**src/hw/rtl/lottery_scheduler_ticket_table_top_macros.svh**
```systemverilog
// Assertion macros for the lottery scheduler ticket table.
// Each macro is clocked by aclk and disabled while aresetn is low.
`ifndef LOTTERY_SCHEDULER_TICKET_TABLE_TOP_MACROS_SVH
`define LOTTERY_SCHEDULER_TICKET_TABLE_TOP_MACROS_SVH

// The consequent must hold in the same cycle as the antecedent.
`define LST_ASSERT_NOW(lbl, ante, cons, msg) \
    lbl: assert property (@(posedge aclk) disable iff (!aresetn) (ante) |-> (cons)) \
        else $error(msg);

// The consequent must hold in the cycle after the antecedent.
`define LST_ASSERT_NEXT(lbl, ante, cons, msg) \
    lbl: assert property (@(posedge aclk) disable iff (!aresetn) (ante) |=> (cons)) \
        else $error(msg);

`endif

```
**src/hw/rtl/lst_pkg.sv**
```systemverilog
// Shared constants, codes and control structs for the lottery scheduler.
// Used by lst_ctrl, lst_dp and the top level; depends on nothing.
`timescale 1ns / 1ps

package lst_pkg;

    localparam int MAX_PROCESSES = 16;
    localparam int MAX_TICKETS   = 1024;

    localparam int PROC_W    = $clog2(MAX_PROCESSES + 1);
    localparam int OWNER_W   = $clog2(MAX_PROCESSES);
    localparam int TICKET_W  = $clog2(MAX_TICKETS);
    localparam int COUNT_W   = $clog2(MAX_TICKETS + 1);
    localparam int RAND_W    = 32;
    localparam int STATUS_W  = 3;
    localparam int OP_W      = 2;
    localparam int DIV_CNT_W = $clog2(RAND_W);

    localparam int S_FIELDS_W = COUNT_W + PROC_W + RAND_W;
    localparam int S_TDATA_W  = ((S_FIELDS_W + 7) / 8) * 8;
    localparam int M_FIELDS_W = STATUS_W + TICKET_W + PROC_W + COUNT_W + PROC_W;
    localparam int M_TDATA_W  = ((M_FIELDS_W + 7) / 8) * 8;

    typedef enum logic [OP_W-1:0] {
        OP_ADD  = 2'd0,
        OP_ALL  = 2'd1,
        OP_ONE  = 2'd2,
        OP_DRAW = 2'd3
    } op_t;

    typedef enum logic [STATUS_W-1:0] {
        ST_OK          = 3'd0,
        ST_PROC_FULL   = 3'd1,
        ST_TICKET_FULL = 3'd2,
        ST_BAD_ID      = 3'd3,
        ST_NO_TICKETS  = 3'd4
    } status_t;

    typedef struct packed {
        logic capture;
        logic eval;
        logic grant_step;
        logic div_step;
        logic mem_read;
        logic out_load;
    } lst_cmd_t;

    typedef struct packed {
        op_t  op;
        logic eval_ok;
        logic zero_work;
        logic grant_last;
        logic div_last;
        logic out_free;
    } lst_stat_t;

endpackage

```
**src/hw/rtl/lst_ctrl.sv**
```systemverilog
// Sequencing state machine for the lottery scheduler.
// Depends on lst_pkg; drives lst_dp through lst_cmd_t and reads lst_stat_t.
`timescale 1ns / 1ps

module lst_ctrl (
    input  logic                aclk,
    input  logic                aresetn,
    input  logic                s_tvalid,
    output logic                s_tready,
    output lst_pkg::lst_cmd_t   cmd,
    input  lst_pkg::lst_stat_t  stat
);
    import lst_pkg::*;

    typedef enum logic [5:0] {
        S_IDLE  = 6'b000001,
        S_EVAL  = 6'b000010,
        S_GRANT = 6'b000100,
        S_DIV   = 6'b001000,
        S_READ  = 6'b010000,
        S_DONE  = 6'b100000
    } state_t;

    state_t state_reg;
    state_t state_next;

    always_ff @(posedge aclk) begin
        if (!aresetn) begin
            state_reg <= S_IDLE;
        end else begin
            state_reg <= state_next;
        end
    end

    always_comb begin
        state_next = state_reg;
        cmd        = '0;
        unique case (state_reg)
            S_IDLE: begin
                if (s_tvalid) begin
                    cmd.capture = 1'b1;
                    state_next  = S_EVAL;
                end
            end
            S_EVAL: begin
                cmd.eval = 1'b1;
                // Rejected requests, adds and empty grants finish at once.
                priority if (!stat.eval_ok || stat.op == OP_ADD || stat.zero_work) begin
                    state_next = S_DONE;
                end else if (stat.op == OP_DRAW) begin
                    state_next = S_DIV;
                end else begin
                    state_next = S_GRANT;
                end
            end
            S_GRANT: begin
                cmd.grant_step = 1'b1;
                if (stat.grant_last) begin
                    state_next = S_DONE;
                end
            end
            S_DIV: begin
                cmd.div_step = 1'b1;
                if (stat.div_last) begin
                    state_next = S_READ;
                end
            end
            S_READ: begin
                cmd.mem_read = 1'b1;
                state_next   = S_DONE;
            end
            S_DONE: begin
                if (stat.out_free) begin
                    cmd.out_load = 1'b1;
                    state_next   = S_IDLE;
                end
            end
            default: begin
                state_next = S_IDLE;
            end
        endcase
    end

    assign s_tready = (state_reg == S_IDLE);

endmodule

```
**src/hw/rtl/lst_dp.sv**
```systemverilog
// Datapath of the lottery scheduler: request registers, counters, owner table,
// bit-serial modulo unit and result register. Depends on lst_pkg.
`timescale 1ns / 1ps

module lst_dp (
    input  logic                           aclk,
    input  logic                           aresetn,
    input  logic [lst_pkg::S_TDATA_W-1:0]  s_tdata,
    input  logic [lst_pkg::OP_W-1:0]       s_tuser,
    output logic                           m_tvalid,
    input  logic                           m_tready,
    output logic [lst_pkg::M_TDATA_W-1:0]  m_tdata,
    input  lst_pkg::lst_cmd_t              cmd,
    output lst_pkg::lst_stat_t             stat
);
    import lst_pkg::*;

    localparam int NEED_W = COUNT_W + PROC_W;

    // Owner table; entries are only read below the issued count.
    logic [OWNER_W-1:0]   ticket_owner_mem [MAX_TICKETS];

    op_t                  op_reg;
    logic [COUNT_W-1:0]   cnt_reg;
    logic [PROC_W-1:0]    pid_reg;
    logic [RAND_W-1:0]    rnd_reg;
    logic [COUNT_W-1:0]   issued_reg;
    logic [PROC_W-1:0]    num_reg;
    status_t              status_reg;
    logic [OWNER_W-1:0]   owner_reg;
    logic [COUNT_W-1:0]   left_reg;
    logic [COUNT_W-1:0]   rem_reg;
    logic [DIV_CNT_W-1:0] bit_reg;
    logic [OWNER_W-1:0]   owner_rd_reg;
    logic                 m_tvalid_reg;
    logic [M_TDATA_W-1:0] m_tdata_reg;

    logic [COUNT_W-1:0]   room;
    logic [NEED_W-1:0]    need;
    status_t              eval_status;
    logic [COUNT_W:0]     trial;
    logic                 trial_ge;
    logic                 draw_ok;
    logic [TICKET_W-1:0]  win_ticket;
    logic [PROC_W-1:0]    win_id;

    assign room = COUNT_W'(MAX_TICKETS) - issued_reg;
    assign need = NEED_W'(cnt_reg) * NEED_W'(num_reg);

    always_comb begin
        eval_status = ST_OK;
        unique case (op_reg)
            OP_ADD: begin
                if (num_reg >= PROC_W'(MAX_PROCESSES)) begin
                    eval_status = ST_PROC_FULL;
                end
            end
            OP_ALL: begin
                if (need > NEED_W'(room)) begin
                    eval_status = ST_TICKET_FULL;
                end
            end
            OP_ONE: begin
                // The id check takes precedence over the capacity check.
                priority if (pid_reg == '0 || pid_reg > num_reg) begin
                    eval_status = ST_BAD_ID;
                end else if (cnt_reg > room) begin
                    eval_status = ST_TICKET_FULL;
                end
            end
            OP_DRAW: begin
                if (issued_reg == '0) begin
                    eval_status = ST_NO_TICKETS;
                end
            end
            default: begin
                eval_status = ST_OK;
            end
        endcase
    end

    // One restoring step of the remainder of rnd modulo issued.
    assign trial    = {rem_reg, rnd_reg[RAND_W-1]};
    assign trial_ge = (trial >= {1'b0, issued_reg});

    assign stat.op         = op_reg;
    assign stat.eval_ok    = (eval_status == ST_OK);
    assign stat.zero_work  = (op_reg == OP_ALL && (cnt_reg == '0 || num_reg == '0))
                           || (op_reg == OP_ONE && cnt_reg == '0);
    assign stat.grant_last = (left_reg == COUNT_W'(1))
                           && (op_reg == OP_ONE
                               || (PROC_W'(owner_reg) + PROC_W'(1)) == num_reg);
    assign stat.div_last   = (bit_reg == '0);
    assign stat.out_free   = !m_tvalid_reg || m_tready;

    assign draw_ok    = (op_reg == OP_DRAW) && (status_reg == ST_OK);
    assign win_ticket = draw_ok ? rem_reg[TICKET_W-1:0] : '0;
    assign win_id     = draw_ok ? PROC_W'(owner_rd_reg) + PROC_W'(1) : '0;

    always_ff @(posedge aclk) begin
        if (cmd.grant_step) begin
            ticket_owner_mem[issued_reg[TICKET_W-1:0]] <= owner_reg;
        end
        if (cmd.mem_read) begin
            owner_rd_reg <= ticket_owner_mem[rem_reg[TICKET_W-1:0]];
        end
    end

    // Control state: counters and the result valid flag.
    always_ff @(posedge aclk) begin
        if (!aresetn) begin
            issued_reg   <= '0;
            num_reg      <= '0;
            m_tvalid_reg <= 1'b0;
        end else begin
            if (cmd.eval && op_reg == OP_ADD && eval_status == ST_OK) begin
                num_reg <= num_reg + PROC_W'(1);
            end
            if (cmd.grant_step) begin
                issued_reg <= issued_reg + COUNT_W'(1);
            end
            if (cmd.out_load) begin
                m_tvalid_reg <= 1'b1;
            end else if (m_tready) begin
                m_tvalid_reg <= 1'b0;
            end
        end
    end

    // Payload registers.
    always_ff @(posedge aclk) begin
        if (cmd.capture) begin
            op_reg  <= op_t'(s_tuser);
            cnt_reg <= s_tdata[COUNT_W-1:0];
            pid_reg <= s_tdata[COUNT_W +: PROC_W];
            rnd_reg <= s_tdata[COUNT_W + PROC_W +: RAND_W];
        end
        if (cmd.eval) begin
            status_reg <= eval_status;
            owner_reg  <= (op_reg == OP_ALL) ? '0 : OWNER_W'(pid_reg - PROC_W'(1));
            left_reg   <= cnt_reg;
            rem_reg    <= '0;
            bit_reg    <= DIV_CNT_W'(RAND_W - 1);
        end
        if (cmd.grant_step) begin
            if (left_reg == COUNT_W'(1)) begin
                // Grant to all moves on to the next process with a fresh count.
                owner_reg <= owner_reg + OWNER_W'(1);
                left_reg  <= cnt_reg;
            end else begin
                left_reg <= left_reg - COUNT_W'(1);
            end
        end
        if (cmd.div_step) begin
            rem_reg <= trial_ge ? COUNT_W'(trial - {1'b0, issued_reg}) : trial[COUNT_W-1:0];
            rnd_reg <= {rnd_reg[RAND_W-2:0], 1'b0};
            bit_reg <= bit_reg - DIV_CNT_W'(1);
        end
        if (cmd.out_load) begin
            m_tdata_reg <= {{(M_TDATA_W - M_FIELDS_W){1'b0}},
                            num_reg, issued_reg, win_id, win_ticket, status_reg};
        end
    end

    assign m_tvalid = m_tvalid_reg;
    assign m_tdata  = m_tdata_reg;

endmodule

```
**src/hw/rtl/lottery_scheduler_ticket_table_top.sv**
```systemverilog
// Lottery scheduler with a ticket-owner table: top level.
// Instantiates lst_ctrl and lst_dp; depends on lst_pkg and the assertion macros.
// Usage:
//   The slave channel takes one request at a time: s_tuser carries the operation
//   (add process, tickets to all, tickets to one id, draw) and s_tdata the ticket
//   count, process id and random value. Every request yields exactly one result
//   on the master channel with the status, winning ticket and id, tickets issued
//   and processes present after the request.
//   Sequencing: a request is accepted and evaluated; its result goes straight
//   to the done state to be registered if it is rejected, an add or an empty
//   grant. Grants write one owner table entry per cycle. A draw runs a
//   bit-serial 32-bit modulo, one quotient bit per cycle, then one registered
//   table read. A new request is accepted the cycle after the result is loaded.
//   Reset clears the ticket and process counts and the result valid flag; the
//   owner table needs no clearing since only written entries are ever drawn.
//   When the receiver stalls, the result holds in the output register and the
//   next request may still be accepted and processed; its result waits until
//   the output register is taken.
`timescale 1ns / 1ps
`include "lottery_scheduler_ticket_table_top_macros.svh"

module lottery_scheduler_ticket_table_top (
    input  logic                           aclk,
    input  logic                           aresetn,
    input  logic                           s_tvalid,
    output logic                           s_tready,
    // ticket_count [10:0], process_id [15:11], random_value [47:16]
    input  logic [lst_pkg::S_TDATA_W-1:0]  s_tdata,
    // op [1:0]
    input  logic [lst_pkg::OP_W-1:0]       s_tuser,
    output logic                           m_tvalid,
    input  logic                           m_tready,
    // status [2:0], winner_ticket [12:3], winner_id [17:13],
    // total_count [28:18], process_total [33:29], zero fill above
    output logic [lst_pkg::M_TDATA_W-1:0]  m_tdata
);
    import lst_pkg::*;

    lst_cmd_t  cmd;
    lst_stat_t stat;

    lst_ctrl u_ctrl (
        .aclk     (aclk),
        .aresetn  (aresetn),
        .s_tvalid (s_tvalid),
        .s_tready (s_tready),
        .cmd      (cmd),
        .stat     (stat)
    );

    lst_dp u_dp (
        .aclk     (aclk),
        .aresetn  (aresetn),
        .s_tdata  (s_tdata),
        .s_tuser  (s_tuser),
        .m_tvalid (m_tvalid),
        .m_tready (m_tready),
        .m_tdata  (m_tdata),
        .cmd      (cmd),
        .stat     (stat)
    );

    localparam int WT_LO = STATUS_W;
    localparam int WI_LO = WT_LO + TICKET_W;
    localparam int TC_LO = WI_LO + PROC_W;
    localparam int PT_LO = TC_LO + COUNT_W;

    `LST_ASSERT_NEXT(a_busy_after_accept, s_tvalid && s_tready, !s_tready,
        "request accepted while the previous one is still in progress")
    `LST_ASSERT_NOW(a_ticket_cap, m_tvalid,
        m_tdata[TC_LO +: COUNT_W] <= COUNT_W'(MAX_TICKETS),
        "ticket count exceeds table capacity")
    `LST_ASSERT_NOW(a_proc_cap, m_tvalid,
        m_tdata[PT_LO +: PROC_W] <= PROC_W'(MAX_PROCESSES),
        "process count exceeds table capacity")
    `LST_ASSERT_NOW(a_winner_in_range, m_tvalid && m_tdata[WI_LO +: PROC_W] != '0,
        COUNT_W'(m_tdata[WT_LO +: TICKET_W]) < m_tdata[TC_LO +: COUNT_W]
            && m_tdata[WI_LO +: PROC_W] <= m_tdata[PT_LO +: PROC_W],
        "winner ticket or id outside the issued range")

endmodule
```
**config.mk**
```make
export PLATFORM = sky130hd
export DESIGN_NAME = lottery_scheduler_ticket_table_top
export DESIGN_NICKNAME = d
export VERILOG_FILES = /design/src/hw/rtl/lst_pkg.sv /design/src/hw/rtl/lst_ctrl.sv /design/src/hw/rtl/lst_dp.sv /design/src/hw/rtl/lottery_scheduler_ticket_table_top.sv
export VERILOG_INCLUDE_DIRS = /design/src /design/src/hw/rtl
export SDC_FILE = /design/constraint.sdc
export NUM_CORES = 2
export LEC_CHECK = 0
export ABC_AREA = 1
export BUFFER_PORTS_ARGS = -buffer_cell sky130_fd_sc_hd__buf_2
export CORE_MARGIN = 5
export CORE_UTILIZATION = 30
export DETAILED_ROUTE_END_ITERATION = 16
export GPL_ROUTABILITY_DRIVEN = 0
export PLACE_DENSITY_LB_ADDON = 0.08
export SLEW_MARGIN = 30
export SYNTH_ARGS = -nofsm -noshare
export SYNTH_HDL_FRONTEND = slang
export SYNTH_SLANG_ARGS = --single-unit
```
**constraint.sdc**
```tcl
create_clock -name aclk -period 19.73 [get_ports aclk]
set_input_delay 0 -clock aclk [delete_from_list [all_inputs] [get_ports aclk]]
set_output_delay 0 -clock aclk [all_outputs]
set_load 0.005 [all_outputs]
```
# --- Word level (Yosys, flattened, before mapping) ---
# Memory sizes are Yosys's and may differ from the RTL's. A register that Yosys moved wholly into a read port is not among the register bits.
# Cells that the tools add are included.
totals:
  word_cells: 115
  ram_bits: 4096
  reg_bits: 141
  memories: 1
  output_inout_bits: 42
classes:
  n_lt_le_gt_ge: 5
  n_mul: 1
  n_mux: 39
  n_eq_ne: 15
  n_reduce_logical: 28
  addsub: 10
memory_table:
  columns: ["name", "words", "width", "rd", "rd_ports_with_merged_regs", "wr", "line", "source"]
  rows:
  - ["u_dp.ticket_owner_mem", 1024, 4, 1, 1, 1, "lst_dp.sv:21", "logic [OWNER_W-1:0] ticket_owner_mem [MAX_TICKETS];"]
ops:
  columns: ["cell", "count"]
  rows:
  - ["$mux 11", 6]
  - ["$mux 32", 2]
  - ["$pmux 6 s6", 1]
  - ["$mux 6", 5]
  - ["$logic_not 11->1", 2]
  - ["$mux 4", 5]
  - ["$gt 16x11->1", 1]
  - ["$mul 11x5->16", 1]
  - ["$logic_not 5->1", 3]
  - ["$mux 1", 13]
  - ["$ge 12x11->1", 1]
  - ["$pmux 3 s4", 1]
  - ["$add 11x1->11 const B", 1]
  - ["$eq 11x1->1 const B", 1]
  - ["$gt 11x11->1", 1]
  - ["$sub 11x1->11 const B", 1]
  - ["$sub 11x11->11", 1]
  - ["$sub 11x11->11 const A", 1]
  - ["$add 4x1->5 const B", 2]
  - ["$mux 5", 2]
  - ["$ne 2x2->1 const B", 4]
  - ["$reduce_bool 2->1", 4]
  - ["$logic_or 1x1->1", 7]
  - ["$eq 6x1->1 const B", 1]
  - ["other kinds (21)", 31]

# --- Depth between registers and ports, before layout ---
logic_depth:
  depth_word: 11
  mapped_depth: 28

# --- Modules after synthesis ---
# A second synthesis with hierarchy kept.
hier_totals:
  hier_cells: 14651
  hier_area_um2: 174896.5
by_module_without_submodules:
  columns: ["module", "area_each_um2", "seq_area_each_um2", "instances", "cells_per_inst"]
  rows:
  - ["lst_dp", 174476.1, 126951.8, 1, 14586]
  - ["lst_ctrl", 420.4, 120.1, 1, 65]

# --- Worst setup path after synthesis ---
# OpenSTA, ideal clock, no wires.
synth_path:
  kind: "register -> register"
  startpoint: "register u_dp.owner_reg[1]"
  endpoint: "register u_ctrl.state_reg[0]"
  synth_period_minus_slack_ps: 16018
  path_stages_with_launch: 10
  required_ps: 19607
  n_path_buf: 0
  t_arrival_ps: 15895
  path_slack_ps: 3712
  setup_time_ps: 123
  cell_sequence: "dfxtp_1 > ha_1 > xnor2_1 > o21ai_0 > nor3_1 > a31o_2 > a21oi_1 > nor4_1 > a21oi_1 > nand2_1"
synth_between:
  elab_chain_cells: 6
synth_rtl:
  columns: ["item", "line", "source"]
  rows:
  - ["start, declared", "lst_dp.sv:30", "logic [OWNER_W-1:0] owner_reg;"]
  - ["start signal, assigned", "lst_dp.sv:140", "owner_reg <= (op_reg == OP_ALL) ? '0 : OWNER_W'(pid_reg - PROC_W'(1));"]
  - ["start signal, assigned", "lst_dp.sv:148", "owner_reg <= owner_reg + OWNER_W'(1);"]
  - ["$add 4x1->5", "lst_dp.sv:92", "|| (PROC_W'(owner_reg) + PROC_W'(1)) == num_reg);"]
  - ["$eq 5x5->1", "lst_dp.sv:92", null]
  - ["$logic_or 1x1->1", "lst_dp.sv:92", null]
  - ["$logic_and 1x1->1", "lst_dp.sv:91", "&& (op_reg == OP_ONE"]
  - ["$ne 2x2->1 (no line)", null, null]
  - ["$reduce_and 4->1 (no line)", null, null]
  - ["end signal, assigned", "lst_ctrl.sv:31", "state_reg <= state_next;"]
  - ["end, declared", "lst_ctrl.sv:24", "state_t state_reg;"]
# Every way passes these cells.
# A chain may end at the register's enable or synchronous reset.

==> results by group <==
Outcome
  – Status: complete, no violations

Setup path
  – CP startpoint kind: flop
  – Crit Reg-Reg Startpoint: u_dp.rem_reg[0]$_SDFFCE_PN0P_
  – FF-to-FF setup slack: 13.01 ns
  – R2R Path End: u_dp.owner_rd_reg[3]$_DFFE_PN_
  – CP endpoint kind: flop
  – CP required: 20.65 ns
  – FF-to-FF path depth: 17
  – Setup CP Type: flop to flop
  – Data arrival, critical path: 7.64 ns
  – Critical-path maximum fanout: 77

Clock tree
  – H-Tree Depth: 5
  – Skew-Pair Late Insertion Delay: 1.05 ns
  – Largest buffer count on any clock path: 4
  – Post_cts resized: 0
  – TritonCTS clock tree: built
  – CTS clk-pin slew, worst paths: 0.07 ns
  – CTS buffer count: 480
  – Clock root cell: clkbuf_16
  – CTS sink count: 4241

Yosys
  – Yosys warnings: 0
  – Number of synthesized flops with an enable pin: 4213
  – Mapped Area: 175000 sq um
  – Syn Area/Cell: 12.0 sq um
  – Synth Flop Type: edfxtp_1
  – Cell count after synthesis: 14500
  – Number of synthesized register bits: 4241
  – Ys async rst share: 0
  – Post-synth cell types: 48
  – Sequential-to-total area share from yosys stat: 0.728

Placement
  – Dpl hpwl: 340000 um
  – Dpl cells: 21500
  – I/O Buffers: 89

Global route
  – First-pass GRT wire length: 881000 um
  – Number of global-route vias before repair: 116000
  – Total global routing overflow: 0
  – Largest net degree at the start of global routing: 189
  – Gr usage total: 0.200
  – Initial antenna violation count: 61

Timing
  – Tmin final: 6.72 ns
  – Final Setup Violations: 0
  – Unrepaired setup endpoints after global routing: no
  – Final cycle utilization of the critical path: 0.341
  – Slew HR: 0.264
  – Worst clock skew: 0.0653 ns
  – Slew Viols, Final: 0
  – Setup TNS: 0 ns
  – Final hold viol count: 0
  – Maximum clock rate: 149 MHz
  – Slew @ Worst Pin: 1.10 ns

Final layout
  – Fin nets: 14500
  – Layout fillers: 57800
  – Largest register FFs: 4096
  – Share of layout cells above drive strength 1: 0.0760
  – Syn-to-layout area delta: 14.3%
  – Core Util, Final: 0.344
  – Layout Cells excl Fill: 22500

Hold path
  – Hold worst-path end: u_dp.num_reg[0]$_SDFFE_PN0P_
  – Hold Path Origin: aresetn
  – Hold path cells: 4
  – Hold crit path type: input port to flop

Run
  – Max-capacitance violation count: 0

Die
  – Die Span Y: 773 um
  – Die X: 773 um
  – # IOs: 96
  – Die ar.: 598000 sq um
  – Num rows: 280
  – Core Area: 581000 sq um
  – Initial Util: 0.301

Pwr
  – Power share of the combinational group: 0.084
  – Sequential power share: 0.504
  – Max VDD drop: 101 uV
  – Switching share of power: 0.253
  – Pleak: 0.0641 uW
  – Internal: 16500 uW
  – Clock power frac: 0.411
  – NetSw: 5570 uW
  – Power Dens Cells: 110 nW/um^2

Detailed routing
  – Drt drc: 0
  – Antenna-violating nets left: 0
  – Total routed wirelength: 620000 um
  – Pre-antenna DRT Iters: 5
  – Iter 0 DRT Violations: 10600
  – Vias per cell: 5.15
  – Total number of vias: 116000
  – Wire per inst: 27.5 um
## power groups by stage
stage | clock network [uW] | logic (uW) | registers, uW
after floorplan | 0 | 313 | 13000
after global placement | 0 | 1910 | 11300
after detailed placement | 0 | 1900 | 11300
after CTS | 9280 | 1910 | 11100
after global routing | 9650 | 2020 | 11100
final | 9060 | 1860 | 11100
## metrics by stage
step / hold WS, ns / setup WS, ns / instance area [sq um] / total power [uW]
floorplan: 0.0989 / 3.71 / 175000 / 13300
global placement: 0.176 / 12.97 / 182000 / 13200
detailed placement: 0.178 / 12.98 / 183000 / 13200
CTS: 0.0497 / 12.97 / 199000 / 22300
global route: 0.138 / 12.59 / 200000 / 22800
finish: 0.165 / 13.01 / 200000 / 22000
## synth_stat cells (2+ instances only)
cell type | number | area (sq um)
edfxtp_1 | 4213 | 127000
nor2_1 | 3168 | 11900
o21ai_0 | 2022 | 10100
nand2_1 | 1301 | 4880
nand3_1 | 1050 | 5260
o22ai_1 | 1026 | 6420
clkbuf_1 | 682 | 2560
buf_2 | 212 | 1060
inv_1 | 199 | 747
buf_1 | 157 | 589
ha_1 | 74 | 926
a21oi_1 | 63 | 315
o21ai_1 | 63 | 315
buf_6 | 43 | 484
buf_4 | 33 | 248
a22o_1 | 28 | 245
dfxtp_1 | 28 | 561
fa_1 | 28 | 561
xor2_1 | 21 | 184
nor3_1 | 19 | 95.1
nor4_1 | 17 | 106
nand4_1 | 14 | 87.6
xnor2_1 | 14 | 123
clkinv_1 | 6 | 22.5
o211ai_1 | 5 | 37.5
a221oi_1 | 4 | 35.0
or2_1 | 4 | 25.0
a211oi_1 | 3 | 22.5
a31oi_1 | 3 | 18.8
or2_2 | 3 | 18.8
a2111oi_0 | 2 | 17.5
and2_1 | 2 | 12.5
buf_8 | 2 | 30.0
clkbuf_2 | 2 | 10.0
nand3b_1 | 2 | 15.0
o21a_1 | 2 | 15.0
o31ai_1 | 2 | 15.0
## cell families (layout without fill, tap and decap cells)
family	after synthesis	in the layout	share of synthesized area
simple gates	5583	5583	0.128
flops	4241	4241	0.728
compound gates	3226	3226	0.101
buf+inv	1339	1564	0.0330
fa+ha+maj	102	102	0.00851
xor+xnor	35	35	0.00176
other cells	1	16	0.0000215
mux	1	1	0.0000573
## what timing repair did
| item | 4_1_cts | 5_1_grt |
|---|---|---|
| hold endpoints to repair | 156 | 0 |
| hold buffers | 111 | 0 |
| setup buffers | 0 | 0 |
## per-layer routing
metal / share of wire / track usage
met1: 0.47 / 0.291
met2: 0.46 / 0.322
met5: 0.000019 / 0
met3: 0.048 / 0.0231
met4: 0.020 / 0.0398
## critical path, stage by stage (launching register included)
cell      delay, ns
edfxtp_1       0.59
buf_4          0.50
buf_4          0.59
buf_4          0.67
buf_4          0.79
buf_4          0.70
buf_4          0.66
o21ai_0        0.19
o22ai_1        0.22
nand2_1        0.08
nand3_1        0.12
nand3_1        0.18
nand3_1        0.21
nand3_1        0.27
nand3_1        0.22
nand3_1        0.08
a21oi_1        0.13
or2_1          0.12
## worst max-delay path by stage
| stage | startpoint | slack, ns | endpoint |
|---|---|---|---|
| 2_1_floorplan | u_dp.owner_reg[1]$_DFF_P_ | 3.71 | u_ctrl.state_reg[0]$_SDFFE_PN1P_ |
| 3_3_place_gp | u_dp.rem_reg[0]$_SDFFCE_PN0P_ | 12.97 | u_dp.owner_rd_reg[0]$_DFFE_PN_ |
| 3_5_place_dp | u_dp.rem_reg[0]$_SDFFCE_PN0P_ | 12.98 | u_dp.owner_rd_reg[0]$_DFFE_PN_ |
| 4_1_cts | u_dp.rem_reg[0]$_SDFFCE_PN0P_ | 12.97 | u_dp.owner_rd_reg[0]$_DFFE_PN_ |
| 5_1_grt | u_dp.rem_reg[0]$_SDFFCE_PN0P_ | 12.59 | u_dp.owner_rd_reg[3]$_DFFE_PN_ |
| 6_report | u_dp.rem_reg[0]$_SDFFCE_PN0P_ | 13.01 | u_dp.owner_rd_reg[3]$_DFFE_PN_ |
## final cells by class
class / instances / area (sq um) / share of cell area
diodes: 10 / 25.0 / 0.000125
clock buffers: 573 / 12600 / 0.0630
clock inverters: 322 / 3170 / 0.0159
inverters: 208 / 853 / 0.00428
multi-input cells: 8953 / 42200 / 0.212
flip-flops and latches: 4241 / 127000 / 0.637
well taps: 7755 / 9700 / 0.0486
repair buffers: 461 / 3920 / 0.0197
## layout by cell type, fill, tap and decap left out, types with 10 or more instances in the layout
cell type and n:
dlygate4sd3_1 111, clkbuf_16 489, nor2_1 3162, diode_2 10
o21ai_0 2022, dfxtp_1 24, inv_6 12, clkinvlp_4 24
bufinv_16 52, nand3_1 1050, nand2_4 24, a22o_1 28
nand4_1 14, nor4_1 13, o21ai_1 63, nand2_1 1266
fa_1 28, edfxtp_1 4213, buf_12 27, inv_1 192
xor2_1 21, clkinv_1 116, buf_4 224, o22ai_1 1026
ha_1 74, buf_2 89, a21oi_1 63, xnor2_1 14
nor3_1 13, clkinv_2 103, clkbuf_1 82
Note: power is estimated with default switching activity, not from simulation.
